--- config.mk ---
export PLATFORM = sky130hd
export DESIGN_NAME = strip_index_code_emitter
export DESIGN_NICKNAME = d
export VERILOG_FILES = /design/src/sice_pkg.sv /design/src/sice_datapath.sv /design/src/sice_ctrl.sv /design/src/strip_index_code_emitter.sv
export SDC_FILE = /design/constraint.sdc
export NUM_CORES = 1
export LEC_CHECK = 0
export ABC_AREA = 1
export BUFFER_PORTS_ARGS = -buffer_cell sky130_fd_sc_hd__buf_2
export CAP_MARGIN = 40
export CORE_ASPECT_RATIO = 0.6
export CORE_UTILIZATION = 35
export DETAILED_ROUTE_END_ITERATION = 8
export HOLD_SLACK_MARGIN = 0.03
export PLACE_DENSITY = 0.59
export SETUP_SLACK_MARGIN = 0.5
export SLEW_MARGIN = 0
export SYNTH_ARGS = -nofsm -noshare
export SYNTH_HDL_FRONTEND = slang
export SYNTH_HIERARCHICAL = 1
export SYNTH_SLANG_ARGS = --single-unit
--- constraint.sdc ---
create_clock -name clk -period 4.4 [get_ports clk]
set_input_delay 0.88 -clock clk [delete_from_list [all_inputs] [get_ports clk]]
set_output_delay 0.88 -clock clk [all_outputs]
set_load 0.05 [all_outputs]
--- src/sice_pkg.sv ---
// ----------------------------------------------------------------------------
// sice_pkg
// Shared types and constants of the strip index code emitter.
// ----------------------------------------------------------------------------
package sice_pkg;

    localparam int INDEX_BITS_DEF = 32;
    localparam int VERTEX_BITS    = 32;
    localparam int DELTA_BITS     = 32;

    // result kinds
    localparam logic KIND_TRI = 1'b0;
    localparam logic KIND_NIB = 1'b1;

    // triangle codes
    localparam logic [3:0] CODE_CONT    = 4'd0;
    localparam logic [3:0] CODE_SWAP    = 4'd1;
    localparam logic [3:0] CODE_OTHER   = 4'd2;
    localparam logic [3:0] CODE_RESTART = 4'd3;

    // nibble coding
    localparam logic [3:0] NIB_ESCAPE  = 4'd15;
    localparam logic [DELTA_BITS-1:0] SHORT_LIMIT = DELTA_BITS'(15);
    localparam logic [DELTA_BITS-1:0] GROUP_MAX   = DELTA_BITS'(7);
    localparam int GROUP_BITS = 3;

    localparam logic [1:0] POS_THIRD = 2'd2;
    localparam logic [1:0] POS_FULL  = 2'd3;
    localparam logic [1:0] SEL_DONE  = 2'd3;

    typedef enum logic [1:0] {
        ST_IDLE,
        ST_CODE,
        ST_ESC,
        ST_GRP
    } state_t;

    typedef enum logic [1:0] {
        OUT_CODE,
        OUT_ESC,
        OUT_GRP
    } out_sel_t;

    typedef struct packed {
        logic     restart;     // restart beat: clear position
        logic     shift;       // index beat: push history, bump position
        logic     start_tri3;  // first triangle of a strip
        logic     start_tri;   // later triangle
        logic     load_next;   // load delta of next history entry
        logic     shift_grp;   // drop the emitted 3-bit group
        out_sel_t out_sel;
    } cmd_t;

    typedef struct packed {
        logic       restart;
        logic [1:0] pos;
        logic       degen;
        logic       tri3;
        logic       code_last;
        logic       final_delta;
        logic       lt15;
        logic       le7;
    } stat_t;

endpackage

--- src/sice_datapath.sv ---
// ----------------------------------------------------------------------------
// sice_datapath
// Index history, new-vertex counter, delta register and result formatting.
// ----------------------------------------------------------------------------
module sice_datapath #(
    parameter int INDEX_BITS = sice_pkg::INDEX_BITS_DEF
) (
    input  logic                               clk,
    input  logic                               rst_n,
    input  logic [sice_pkg::VERTEX_BITS-1:0]   vertex_index,
    input  sice_pkg::cmd_t                     cmd,
    output sice_pkg::stat_t                    stat,
    output logic                               code_kind,
    output logic [3:0]                         code_value
);

    localparam int DB = sice_pkg::DELTA_BITS;

    logic [INDEX_BITS-1:0] third_reg, third_next;
    logic [INDEX_BITS-1:0] second_reg, second_next;
    logic [INDEX_BITS-1:0] last_reg, last_next;
    logic [INDEX_BITS-1:0] nnv_reg, nnv_next;
    logic [1:0]            pos_reg, pos_next;
    logic [1:0]            sel_reg, sel_next;
    logic                  tri3_reg, tri3_next;
    logic                  code_last_reg, code_last_next;
    logic [3:0]            code_reg, code_next;
    logic [DB-1:0]         delta_reg, delta_next;

    logic [INDEX_BITS-1:0] cidx;
    logic [INDEX_BITS-1:0] sel_idx;
    logic                  swap;
    logic                  match_c;
    logic                  match_sel;
    logic [DB-1:0]         delta_c;
    logic [DB-1:0]         delta_sel;

    assign cidx      = vertex_index[INDEX_BITS-1:0];
    assign swap      = (last_reg == third_reg);
    assign match_c   = (cidx == nnv_reg);
    assign delta_c   = DB'(nnv_reg) - DB'(cidx);

    always_comb
    begin
        unique case (sel_reg)
            2'd0:    sel_idx = third_reg;
            2'd1:    sel_idx = second_reg;
            default: sel_idx = last_reg;
        endcase
    end

    assign match_sel = (sel_idx == nnv_reg);
    assign delta_sel = DB'(nnv_reg) - DB'(sel_idx);

    always_comb
    begin
        third_next     = third_reg;
        second_next    = second_reg;
        last_next      = last_reg;
        nnv_next       = nnv_reg;
        pos_next       = pos_reg;
        sel_next       = sel_reg;
        tri3_next      = tri3_reg;
        code_last_next = code_last_reg;
        code_next      = code_reg;
        delta_next     = delta_reg;

        if (cmd.restart)
        begin
            pos_next = 2'd0;
        end
        if (cmd.shift)
        begin
            third_next  = second_reg;
            second_next = last_reg;
            last_next   = cidx;
            if (pos_reg != sice_pkg::POS_FULL)
            begin
                pos_next = pos_reg + 2'd1;
            end
        end
        if (cmd.start_tri3)
        begin
            code_next      = sice_pkg::CODE_RESTART;
            code_last_next = 1'b0;
            tri3_next      = 1'b1;
            sel_next       = 2'd0;
        end
        if (cmd.start_tri)
        begin
            tri3_next      = 1'b0;
            code_last_next = match_c;
            if (match_c)
            begin
                code_next = swap ? sice_pkg::CODE_SWAP : sice_pkg::CODE_CONT;
                nnv_next  = nnv_reg + INDEX_BITS'(1);
            end
            else
            begin
                code_next  = sice_pkg::CODE_OTHER;
                delta_next = {delta_c[DB-2:0], swap};
            end
        end
        if (cmd.load_next)
        begin
            delta_next = delta_sel;
            sel_next   = sel_reg + 2'd1;
            if (match_sel)
            begin
                nnv_next = nnv_reg + INDEX_BITS'(1);
            end
        end
        if (cmd.shift_grp)
        begin
            delta_next = delta_reg >> sice_pkg::GROUP_BITS;
        end
    end

    always_ff @(posedge clk or negedge rst_n)
    begin
        if (!rst_n)
        begin
            third_reg  <= '0;
            second_reg <= '0;
            last_reg   <= '0;
            nnv_reg    <= '0;
            pos_reg    <= '0;
            sel_reg    <= '0;
            tri3_reg   <= 1'b0;
        end
        else
        begin
            third_reg  <= third_next;
            second_reg <= second_next;
            last_reg   <= last_next;
            nnv_reg    <= nnv_next;
            pos_reg    <= pos_next;
            sel_reg    <= sel_next;
            tri3_reg   <= tri3_next;
        end
    end

    always_ff @(posedge clk)
    begin
        code_last_reg <= code_last_next;
        code_reg      <= code_next;
        delta_reg     <= delta_next;
    end

    always_comb
    begin
        stat.restart     = &cidx;
        stat.pos         = pos_reg;
        stat.degen       = (cidx == second_reg);
        stat.tri3        = tri3_reg;
        stat.code_last   = code_last_reg;
        stat.final_delta = !tri3_reg || (sel_reg == sice_pkg::SEL_DONE);
        stat.lt15        = (delta_reg < sice_pkg::SHORT_LIMIT);
        stat.le7         = (delta_reg <= sice_pkg::GROUP_MAX);
    end

    always_comb
    begin
        unique case (cmd.out_sel)
            sice_pkg::OUT_CODE:
            begin
                code_kind  = sice_pkg::KIND_TRI;
                code_value = code_reg;
            end
            sice_pkg::OUT_ESC:
            begin
                code_kind  = sice_pkg::KIND_NIB;
                code_value = stat.lt15 ? delta_reg[3:0] : sice_pkg::NIB_ESCAPE;
            end
            default:
            begin
                // 3-bit group, bit 3 flags a further group
                code_kind  = sice_pkg::KIND_NIB;
                code_value = {!stat.le7, delta_reg[2:0]};
            end
        endcase
    end

endmodule

--- src/sice_ctrl.sv ---
// ----------------------------------------------------------------------------
// sice_ctrl
// Sequencer: accepts indices and steps through the code and nibble beats.
// ----------------------------------------------------------------------------
module sice_ctrl (
    input  logic             clk,
    input  logic             rst_n,
    input  logic             in_valid,
    output logic             in_ready,
    output logic             out_valid,
    input  logic             out_ready,
    output logic             last_of_run,
    input  sice_pkg::stat_t  stat,
    output sice_pkg::cmd_t   cmd
);

    sice_pkg::state_t state_reg, state_next;
    logic             in_fire;
    logic             tri_start;

    assign in_fire   = in_valid && in_ready;
    assign tri_start = !stat.restart
                    && ((stat.pos == sice_pkg::POS_THIRD)
                     || ((stat.pos == sice_pkg::POS_FULL) && !stat.degen));

    always_comb
    begin
        state_next = state_reg;
        unique case (state_reg)
            sice_pkg::ST_IDLE:
            begin
                if (in_valid && tri_start)
                begin
                    state_next = sice_pkg::ST_CODE;
                end
            end
            sice_pkg::ST_CODE:
            begin
                if (out_ready)
                begin
                    state_next = stat.code_last ? sice_pkg::ST_IDLE : sice_pkg::ST_ESC;
                end
            end
            sice_pkg::ST_ESC:
            begin
                if (out_ready)
                begin
                    priority if (!stat.lt15)
                        state_next = sice_pkg::ST_GRP;
                    else if (stat.final_delta)
                        state_next = sice_pkg::ST_IDLE;
                    else
                        state_next = sice_pkg::ST_ESC;
                end
            end
            default:
            begin
                if (out_ready)
                begin
                    priority if (!stat.le7)
                        state_next = sice_pkg::ST_GRP;
                    else if (stat.final_delta)
                        state_next = sice_pkg::ST_IDLE;
                    else
                        state_next = sice_pkg::ST_ESC;
                end
            end
        endcase
    end

    always_comb
    begin
        in_ready    = 1'b0;
        out_valid   = 1'b0;
        last_of_run = 1'b0;
        cmd         = '0;
        cmd.out_sel = sice_pkg::OUT_CODE;
        unique case (state_reg)
            sice_pkg::ST_IDLE:
            begin
                in_ready = 1'b1;
                if (in_fire)
                begin
                    cmd.restart    = stat.restart;
                    cmd.shift      = !stat.restart;
                    cmd.start_tri3 = !stat.restart && (stat.pos == sice_pkg::POS_THIRD);
                    cmd.start_tri  = tri_start && (stat.pos == sice_pkg::POS_FULL);
                end
            end
            sice_pkg::ST_CODE:
            begin
                out_valid     = 1'b1;
                last_of_run   = stat.code_last;
                cmd.load_next = out_ready && stat.tri3;
            end
            sice_pkg::ST_ESC:
            begin
                out_valid     = 1'b1;
                cmd.out_sel   = sice_pkg::OUT_ESC;
                last_of_run   = stat.lt15 && stat.final_delta;
                cmd.load_next = out_ready && stat.lt15 && !stat.final_delta;
            end
            default:
            begin
                out_valid     = 1'b1;
                cmd.out_sel   = sice_pkg::OUT_GRP;
                last_of_run   = stat.le7 && stat.final_delta;
                cmd.load_next = out_ready && stat.le7 && !stat.final_delta;
                cmd.shift_grp = out_ready && !stat.le7;
            end
        endcase
    end

    always_ff @(posedge clk or negedge rst_n)
    begin
        if (!rst_n)
        begin
            state_reg <= sice_pkg::ST_IDLE;
        end
        else
        begin
            state_reg <= state_next;
        end
    end

endmodule

--- src/strip_index_code_emitter.sv ---
// ----------------------------------------------------------------------------
// strip_index_code_emitter
// Turns a stream of triangle-strip indices into triangle codes and nibbles.
// ----------------------------------------------------------------------------
// Input channel (in_valid/in_ready, vertex_index) takes one strip index per
// beat; an index with all low INDEX_BITS bits set restarts the strip.
// Output channel (out_valid/out_ready) carries one result per beat:
// code_kind/code_value is a 2-bit triangle code or a 4-bit nibble, and
// last_of_run marks the final result of the index that caused it.
// An index is taken while the block is idle; while its results go out,
// in_ready is low. The first result shows the cycle after the accept,
// then one result per cycle while the receiver does not stall. An index
// causes from 0 to 37 results; a plain strip index gives one code. Long
// deltas go out nibble by nibble from the single delta shift register.
// When the receiver stalls, the current result holds and the sequencer
// waits. Reset clears the index history, position and new-vertex counter
// to zero and returns the block to accepting input.
// ----------------------------------------------------------------------------
module strip_index_code_emitter #(
    parameter int INDEX_BITS = sice_pkg::INDEX_BITS_DEF
) (
    input  logic                             clk,
    input  logic                             rst_n,
    input  logic                             in_valid,
    output logic                             in_ready,
    input  logic [sice_pkg::VERTEX_BITS-1:0] vertex_index,
    output logic                             out_valid,
    input  logic                             out_ready,
    output logic                             code_kind,
    output logic [3:0]                       code_value,
    output logic                             last_of_run
);

    sice_pkg::cmd_t  cmd;
    sice_pkg::stat_t stat;

    sice_ctrl u_ctrl (
        .clk         (clk),
        .rst_n       (rst_n),
        .in_valid    (in_valid),
        .in_ready    (in_ready),
        .out_valid   (out_valid),
        .out_ready   (out_ready),
        .last_of_run (last_of_run),
        .stat        (stat),
        .cmd         (cmd)
    );

    sice_datapath #(
        .INDEX_BITS (INDEX_BITS)
    ) u_datapath (
        .clk          (clk),
        .rst_n        (rst_n),
        .vertex_index (vertex_index),
        .cmd          (cmd),
        .stat         (stat),
        .code_kind    (code_kind),
        .code_value   (code_value)
    );

endmodule

==> results of run 1 <==
## repair_timing
action	in CTS	in global routing
pin swaps	0	0
buffers inserted	0	5
endpoints found under the setup margin	1	33
hold buffers	0	0
resized for setup	1	15
hold endpoints to repair	0	0
cloned	0	2
## metrics by stage
| step | hold slack [ns] | util | setup slack [ns] | std cells | instance area [sq um] |
|---|---|---|---|---|---|
| after floorplan | 0.453 | - | 1.11 | 2078 | 13800 |
| after global placement | 0.458 | 0.386 | 0.0717 | 2619 | 14700 |
| after detailed placement | 0.469 | 0.387 | 0.521 | 2621 | 14800 |
| after CTS | 0.487 | 0.404 | 0.566 | 2653 | 15400 |
| after global routing | 0.514 | 0.406 | 0.478 | 2660 | 15500 |
| final | 0.483 | 0.406 | 0.564 | 2660 | 15500 |
## area by class of cell
type | instances | area [sq um] | share of cell area
clock buffer | 21 | 472 | 0.0304
clock inverter | 11 | 170 | 0.0110
inverter | 333 | 1260 | 0.0813
multi-input combinational | 1528 | 7980 | 0.514
sequential | 170 | 4400 | 0.284
tap | 513 | 642 | 0.0414
timing repair buffer | 82 | 569 | 0.0367
timing repair inverter | 2 | 15.0 | 0.000969
## worst paths after layout
kind	start	endpoint	slack, ns
max	u_datapath/sel_reg[1]	u_datapath/delta_reg[20]	0.56
min	rst_n	u_datapath/third_reg[3]	0.48
max reg2reg	u_datapath/sel_reg[1]	u_datapath/delta_reg[20]	0.56
min reg2reg	u_datapath/second_reg[8]	u_datapath/third_reg[8]	0.48
max in group asynchronous	rst_n	u_datapath/nnv_reg[24]	3.10
min in group clk	u_datapath/second_reg[8]	u_datapath/third_reg[8]	0.48
## power by group
part / switching (mW) / internal [mW]
clock network: 0.746 / 0.967
registers: 0.553 / 2.26
logic: 4.06 / 1.74
## layer usage
| layer | share of wire | routed length (um) | global-route usage | vias up |
|---|---|---|---|---|
| met1 | 0.51 | 28600 | 0.453 | 6698 |
| met5 | 0 | 0 | 0 | - |
| li1 | - | - | - | 6833 |
| met3 | 0.12 | 6480 | 0.0710 | 38 |
| met4 | 0.0096 | 537 | 0.0383 | 0 |
| met2 | 0.36 | 20300 | 0.359 | 710 |
## logic make-up (layout without fill, tap and decap cells)
group,count (synthesis),after routing,share of synthesized area
and+or+nand+nor,1059,1059,0.340
xor gates and xnor gates,60,60,0.0382
DFF,170,170,0.320
AOI/OAI and AO/OA,340,340,0.134
adders and majority gates,68,68,0.0629
muxes,1,1,0.000728
buffers and inverters,380,449,0.104
## cells in the final DEF, fill, tap and decap left out, types with 5 or more instances in the layout
cell       Yosys  routed
and2_1         6       6
nand4_1       32      32
buf_4          2      34
nand3b_1      21      21
nand2_1      638     638
inv_1        327     324
dfrtp_1      135     135
o21bai_1      11      11
a21oi_1      126     125
o21ai_0      137     136
nor4_1        25      23
inv_2          5       5
ha_2           0       5
clkbuf_16      0      18
nor3_1        27      27
o22ai_1       37      37
nor2_1       147     143
xnor2_1        6       6
edfxtp_1      32      32
buf_2          1      43
nand3_1      113     112
ha_1          66      61
xor2_1        54      54
nor2_4         9       9
nand2_2       14      14
a31oi_1       11      11
nor2_2         7      11
## critical path: cells and delay by family, from the launching register on
kind	cells	cell delay (ns)
DFF	1	0.40
and+or+nand+nor	7	1.12
AOI/OAI and AO/OA	4	0.92
buffers and inverters	3	0.51
adders and majority gates	2	0.62
==> impl_results.md, run 1 <==
* Status: complete, no violations
* Routability cong. at 1.05
* Floorplan Core Area at 38200 sq um
* Total GRT Usage at 0.278
* Distinct cells, synth at 52
* Ranking of synthesized cells by area: dfrtp_1 25%, nand2_1 17%, inv_1 8.9%, edfxtp_1 7.0%, ha_1 6.0%
* Initial DRC Count at 2257
* RSZ-0062 raised after global routing: yes
* Crit path top cell by count: nand2_1
* R2R cell count at 16
* Largest area contributor in the synthesized netlist: dfrtp_1
* Nets at 2238
* Skew final at 0.0134 ns
* Max Freq at 261 MHz
* Io pins at 44
* Headroom to the max-slew limit at 0.455
* IO buf count at 43
* Initial Util at 0.360
* Avg Vias per Cell at 5.37
* Global route overflow at 0
* Number of clock sinks at 170
* Share of the synthesized area in the top cell type at 0.246
* Max incr delay on CP at 0.42 ns
* Post-DP HPWL at 45500 um
* Root Buffer Master: clkbuf_16
* Hold Vio Cnt, Final at 0
* Max-Cap Viols at 0
* Yosys warnings at 6
* Post-synth top cells: 638 x nand2_1, 327 x inv_1, 147 x nor2_1
* Post-synthesis sequential element count at 170
* Peak supply drop at 0.308 mV
* Final period util at 0.872
* Most instantiated library cell after synthesis: nand2_1
* Synth-to-layout area growth at 12.7%
* # H-tree levels at 4
* Full die area at 40100 sq um
* Initial antenna violation count at 0
* Area of the mapped netlist at 13800 sq um
* Total power at 10.3 mW
* Clk Latency, worst-skew pair at 0.46 ns
* Worst EP required at 4.60 ns
* Largest net degree at the start of global routing at 100
* Worst setup SP type: flip-flop
* Post-synth top flop: dfrtp_1
* Synth async-reset ratio at 0.794
* Tmin final at 3.84 ns
* Cells after synthesis at 2078
* Critical path capture point type: flip-flop
* Critical path's slowest cell: nand3b_1
* Antenna-violating nets left at 0
* Number of enable flip-flop cells after synthesis at 32
* Core Rows at 55
* Die Y at 156 um
* Seq/Total Area, Yosys at 0.320
* Syn Nets at 2182
* CP Max Fanout at 6
* DRC Markers at 0
* WP data arrival at 4.04 ns
* Routed len/inst at 21.0 um
* Setup TNS at 0 ns
* CTS clk-pin slew, worst paths at 0.08 ns
* Slew @ Worst Pin at 0.818 ns
* Antenna cells at 0
* Avg Inst Size Synth at 6.62 sq um
* Via count at 14.3k
* Num CTS Buffers at 17
* Max Slew Vio Count at 0
* Max Root-Sink Buffers at 2
* TritonCTS clock tree: done
* Die X at 258 um
* Crit Path Class: reg -> reg
* First-pass DRT Iterations at 6
* Hold Crit Class: in -> async
* Fill count at 4072
* PD cells at 666 nW/um^2
* Routed WL at 55900 um
* Leakage at 7.83 nW
* Vias in the first global route at 12.6k
* Layout cell share with drive strength beyond 1 at 0.0843
* Endpoints failing setup at 0
* CP cell instances: inv_1 > ha_2 > clkinvlp_4 > o22ai_1 > a21oi_1 > ha_1 > buf_4 > a21oi_1 > o21ai_0 > nand3b_1 > nand2_1 > nand3b_1 > nand3_1 > nand2_1 > nand2_1 > nand2_1
* First-pass GRT wire length at 81900 um
Note: power is estimated with default switching activity, not from simulation.
==> run 2, diff against run 1 <==
--- a/config.mk
+++ b/config.mk
@@ -12,7 +12,6 @@
 export CORE_UTILIZATION = 35
 export DETAILED_ROUTE_END_ITERATION = 8
 export HOLD_SLACK_MARGIN = 0.03
-export PLACE_DENSITY = 0.59
 export SETUP_SLACK_MARGIN = 0.5
 export SLEW_MARGIN = 0
 export SYNTH_ARGS = -nofsm -noshare
==> run 2 against run 1 <==
  * Combinational power decreased by 2%
  * Cell area shrank 0.58%
  * Critical path depth up 3
  * Critical path type unchanged
  * Largest power group unchanged
  * Highest routed layer unchanged
==> impl_results.md, run 2 (synthesis results as in run 1) <==
* Routed WL at 54300 um
* Commonest non-fill, non-tap cell in the layout: nand2_1
* Most frequent cells in the layout: 635 x nand2_1, 325 x inv_1, 141 x nor2_1
* CP Max Fanout at 13
* Vias in the first global route at 12.8k
* Critical path capture point type: flip-flop
* TritonCTS clock tree: done
* Worst hold slack at 0.459 ns
* Num CTS Buffers at 17
* Core Rows at 55
* Max Root-Sink Buffers at 2
* Avg Vias per Cell at 5.34
* Io pins at 44
* Skew final at 0.0181 ns
* Layout cell share with drive strength beyond 1 at 0.0836
* Peak supply drop at 0.274 mV
* IO buf count at 43
* # H-tree levels at 4
* Hold Crit Class: in -> async
* Worst EP required at 4.75 ns
* Floorplan Core Area at 38200 sq um
* Via count at 14.2k
* WP data arrival at 4.11 ns
* Antenna cells at 0
* Initial DRC Count at 1896
* Antenna-violating nets left at 0
* Final critical-path setup slack at 0.638 ns
* Fill count at 4042
* First-pass GRT wire length at 81200 um
* Largest net degree at the start of global routing at 118
* Critical path origin: u_datapath/sel_reg[1]
* RR Startpoint: u_datapath/sel_reg[1]
* Nets at 2233
* Max-Cap Viols at 0
* Synth-to-layout area growth at 12.0%
* Max Slew Vio Count at 0
* Initial Util at 0.360
* Initial antenna violation count at 0
* Leakage at 7.78 nW
* Root Buffer Master: clkbuf_16
* Pre-CTS setup slack at 0.438 ns
* Setup TNS at 0 ns
* Number of clock sinks at 170
* Status: complete, no violations
* Slew @ Worst Pin at 0.863 ns
* Die Y at 156 um
* Total GRT Usage at 0.274
* First-pass DRT Iterations at 6
* Routed len/inst at 20.5 um
* Final period util at 0.855
* Tmin final at 3.76 ns
* DRC Markers at 0
* Max Freq at 266 MHz
* Headroom to the max-slew limit at 0.424
* RSZ-0062 raised after global routing: yes
* Endpoints failing setup at 0
* Hold Vio Cnt, Final at 0
* Routability cong. at 1.01
* CTS clk-pin slew, worst paths at 0.08 ns
* Clk Latency, worst-skew pair at 0.47 ns
* Die X at 258 um
* Post-DP HPWL at 44600 um
* Global route overflow at 0
* Full die area at 40100 sq um
* Worst setup SP type: flip-flop
* Crit Path Class: reg -> reg
* PD cells at 648 nW/um^2
==> run 2: cell count changes in the layout (fill, tap and decap cells not counted), sizes merged <==
cell | previous run | this run
buf | 82 | 78
inv | 337 | 340
clkdlybuf4s15 | 0 | 1
clkbuf | 21 | 19
bufinv | 3 | 0
==> run 2: final cells by class <==
cell class	instances	area [sq um]	share of cell area
tap	513	642	0.0416
clock buffer	19	433	0.0281
multi-input combinational	1528	8020	0.520
inverter	333	1260	0.0815
timing repair buffer	79	541	0.0351
sequential	170	4400	0.285
clock inverter	13	125	0.00812
==> run 2: path summary, 6_finish.rpt <==
path	depth (start not counted)	end	slack, ns
setup / recovery	19	u_datapath/delta_reg[31]	0.64
hold / removal	1	u_datapath/third_reg[0]	0.46
setup reg to reg	19	u_datapath/delta_reg[31]	0.64
hold reg to reg	2	u_datapath/third_reg[21]	0.49
max in group asynchronous	2	u_datapath/last_reg[25]	2.99
min in group clk	2	u_datapath/third_reg[21]	0.49
==> run 2: metal layers <==
layer / GRT usage / wire (um) / up-vias
met5: 0 / 0 / -
met4: 0.0485 / 581 / 0
met1: 0.442 / 27600 / 6680
met2: 0.354 / 19900 / 653
li1: - / - / 6813
met3: 0.0707 / 6240 / 39
==> run 2: timing repair <==
| item | 4_1_cts | 5_1_grt |
|---|---|---|
| endpoints found under the setup margin | 1 | 21 |
| hold buffers | 0 | 0 |
| pin swaps | 0 | 3 |
| resized for setup | 1 | 20 |
| buffers inserted | 0 | 6 |
==> run 2: report_power, final <==
| group | switching, mW | leakage [nW] | internal, mW | total, mW |
|---|---|---|---|---|
| combinational | 3.94 | 5.49 | 1.74 | 5.68 |
| sequential | 0.535 | 2.02 | 2.26 | 2.79 |
| clock | 0.768 | 0.266 | 0.752 | 1.52 |
==> run 2: stage by stage <==
step / std cells / utilization / area (sq um) / power [mW]
after floorplan: 2078 / - / 13800 / 6.26
after global placement: 2615 / 0.385 / 14700 / 8.10
after detailed placement: 2617 / 0.386 / 14700 / 8.16
after CTS: 2649 / 0.400 / 15300 / 9.71
after global routing: 2655 / 0.404 / 15400 / 10.7
final: 2655 / 0.404 / 15400 / 9.99
==> run 2: worst max-delay path, cell delays in order, from the launching register on <==
cell and delay (ns):
dfrtp_1 0.41, inv_1 0.10, ha_2 0.25, clkinvlp_4 0.24
buf_4 0.23, buf_4 0.18, o22ai_1 0.18, a21oi_1 0.10
ha_1 0.32, buf_4 0.16, nand2_1 0.17, inv_1 0.06
a21boi_0 0.18, nand2_1 0.07, a21oi_1 0.50, nand3_1 0.14
nand3_1 0.17, nand3_1 0.09, nand2_1 0.06, inv_1 0.04
==> run 3, diff against run 2 <==
--- a/config.mk
+++ b/config.mk
@@ -6,7 +6,7 @@
 export NUM_CORES = 1
 export LEC_CHECK = 0
 export ABC_AREA = 1
-export BUFFER_PORTS_ARGS = -buffer_cell sky130_fd_sc_hd__buf_2
+export BUFFER_PORTS_ARGS = -buffer_cell sky130_fd_sc_hd__buf_4
 export CAP_MARGIN = 40
 export CORE_ASPECT_RATIO = 0.6
 export CORE_UTILIZATION = 35
==> run 3 against run 2 <==
  * Wire length is 1.7% higher
  * Sequential power about the same
  * Hold slack worse by 0.20 ns
  * Register-to-register slack got worse by 0.097 ns
  * Cell area is 0.62% higher
  * Clock power rose by 5%
  * First-iteration DRC count increased by 2.3%
  * Sequential cell count did not move
  * Power is 1.5% higher
  * Critical endpoint is now u_datapath/nnv_reg[25]
==> impl_results.md, run 3 (synthesis results as in run 1) <==
* Initial antenna violation count at 1
* Critical path's slowest cell: ha_1
* Headroom to the max-slew limit at 0.334
* Max Slew Vio Count at 0
* Crit Path Class: reg -> reg
* Total GRT Usage at 0.276
* Die Y at 156 um
* Logic pwr share at 0.565
* Hold Crit Class: in -> async
* CP bufs+invs at 4
* Dpl cells at 2616
* Routability cong. at 1.02
* DRC Markers at 0
* Non-filler cells, final at 2653
* Post-DP HPWL at 45200 um
* Largest net degree at the start of global routing at 83
* CTS clk-pin slew, worst paths at 0.08 ns
* IO buf count at 43
* Most used routing layer: met1
* Net switching power at 5.31 mW
* Antenna cells at 0
* RSZ-0062 raised after global routing: no
* Setup TNS at 0 ns
* Core Rows at 55
* Critical path capture point type: flip-flop
* Initial DRC Count at 1939
* Commonest non-fill, non-tap cell in the layout: nand2_1
* Io pins at 44
* Hold Vio Cnt, Final at 0
* Number of clock sinks at 170
* Met1 Usage GRT at 0.429
* Routed WL at 55300 um
* Met2 Usage GRT at 0.349
* Sequential power share at 0.277
* Hold-fix buffers, CTS at 0
* Slew @ Worst Pin at 0.989 ns
* Root Buffer Master: clkbuf_16
* Final period util at 0.877
* Vias in the first global route at 12.7k
* First-pass GRT wire length at 81600 um
* Routed len/inst at 20.8 um
* Worst setup SP type: flip-flop
* CP Max Fanout at 18
* Max-Cap Viols at 0
* Full die area at 40100 sq um
* Clk Latency, worst-skew pair at 0.46 ns
* TritonCTS clock tree: done
* Met3 usage at 0.108
* Synth-to-layout area growth at 12.7%
* Leakage at 7.83 nW
* Layout cell share with drive strength beyond 1 at 0.0776
* Max Freq at 259 MHz
* PD cells at 654 nW/um^2
* Max incr delay on CP at 0.45 ns
* Via count at 14.2k
* Area of the multi-input gates at 7950 sq um
* Skew final at 0.0168 ns
* Fill count at 4033
* Tmin final at 3.86 ns
* Total power at 10.1 mW
* Endpoints failing setup at 0
* Antenna-violating nets left at 0
* Net Sw Frac at 0.524
* # H-tree levels at 4
* Avg Vias per Cell at 5.35
* Worst hold slack at 0.255 ns
* First-pass DRT Iterations at 6
* Floorplan Core Area at 38200 sq um
* Num CTS Buffers at 17
* Proportion of power drawn by the clock network at 0.158
* Most frequent cells in the layout: 638 x nand2_1, 325 x inv_1, 145 x nor2_1
* Critical path's top delay family: simple AND/OR/NAND/NOR gates
* Worst EP required at 4.75 ns
* Status: complete, no violations
* P_int at 4.83 mW
* Max Root-Sink Buffers at 2
* CP cell instances: inv_1 > ha_2 > clkinvlp_4 > buf_12 > o22ai_1 > a21oi_1 > ha_1 > nand2_1 > nor2_1 > nand2_1 > nor2_4 > nand3_4 > nand2_8 > nand4_1 > nor2_1 > nand3_1 > nand2_1 > inv_1
* WP data arrival at 4.21 ns
* Peak supply drop at 0.266 mV
* Crit path top cell by count: nand2_1
* Nets at 2231
* Initial Util at 0.360
* Die X at 258 um
* Global route overflow at 0
* FF+latch area at 4400 sq um
run 3: path summary, 6_finish.rpt:
path / from / endpoint / slack, ns / cells past startpoint
hold reg to reg: u_datapath/second_reg[8] / u_datapath/third_reg[8] / 0.49 / 2
min in group clk: u_datapath/second_reg[8] / u_datapath/third_reg[8] / 0.49 / 2
max in group asynchronous: rst_n / u_datapath/last_reg[25] / 3.24 / 3
setup / recovery: u_datapath/sel_reg[0] / u_datapath/nnv_reg[25] / 0.54 / 18
setup reg to reg: u_datapath/sel_reg[0] / u_datapath/nnv_reg[25] / 0.54 / 18
hold / removal: rst_n / u_datapath/third_reg[2] / 0.25 / 1
run 3: final cells by class:
class                           instances  area share
Clock inverter                         13     0.00952
Sequential cell                       170       0.284
Multi-Input combinational cell       1528       0.513
Timing Repair Buffer                   76      0.0428
Inverter                              333      0.0810
Clock buffer                           19      0.0286
Timing Repair inverter                  1    0.000484
Tap cell                              513      0.0414
run 3: metrics by stage:
stage / instance area [sq um] / util / worst slack (ns)
6_report: 15500 / 0.406 / 0.541
3_3_place_gp: 14800 / 0.388 / 0.342
4_1_cts: 15500 / 0.405 / 0.696
5_1_grt: 15500 / 0.406 / 0.521
3_5_place_dp: 14900 / 0.389 / 0.415
2_1_floorplan: 13800 / - / 1.11
run 3: layer usage:
metal | share of wire | wire (um) | vias to the layer above
met3 | 0.14 | 7780 | 36
met4 | 0.0095 | 526 | 2
met2 | 0.36 | 19900 | 715
li1 | - | - | 6818
met5 | 0.00027 | 15 | -
met1 | 0.49 | 27100 | 6610
run 3: timing repair:
action | 4_1_cts | 5_1_grt
gates resized for setup | 0 | 5
hold endpoints to repair | 0 | 0
setup buffers | 0 | 4
setup endpoints to repair | 0 | 8
run 3: worst register-to-register path: stages (launching register included):
cell,delay [ns]
dfrtp_1,0.43
inv_1,0.08
ha_2,0.28
clkinvlp_4,0.26
buf_12,0.24
o22ai_1,0.12
a21oi_1,0.06
ha_1,0.45
nand2_1,0.16
nor2_1,0.29
nand2_1,0.25
nor2_4,0.24
nand3_4,0.14
nand2_8,0.18
nand4_1,0.17
nor2_1,0.20
nand3_1,0.09
nand2_1,0.08
inv_1,0.04
run 3: power groups by stage:
stage | sequential (mW) | combinational [mW] | clock, mW
after CTS | 2.78 | 5.50 | 1.63
after detailed placement | 2.81 | 5.48 | 0
after global placement | 2.80 | 5.46 | 0
after global routing | 2.87 | 6.23 | 1.69
after floorplan | 2.63 | 3.62 | 0
final | 2.81 | 5.73 | 1.60
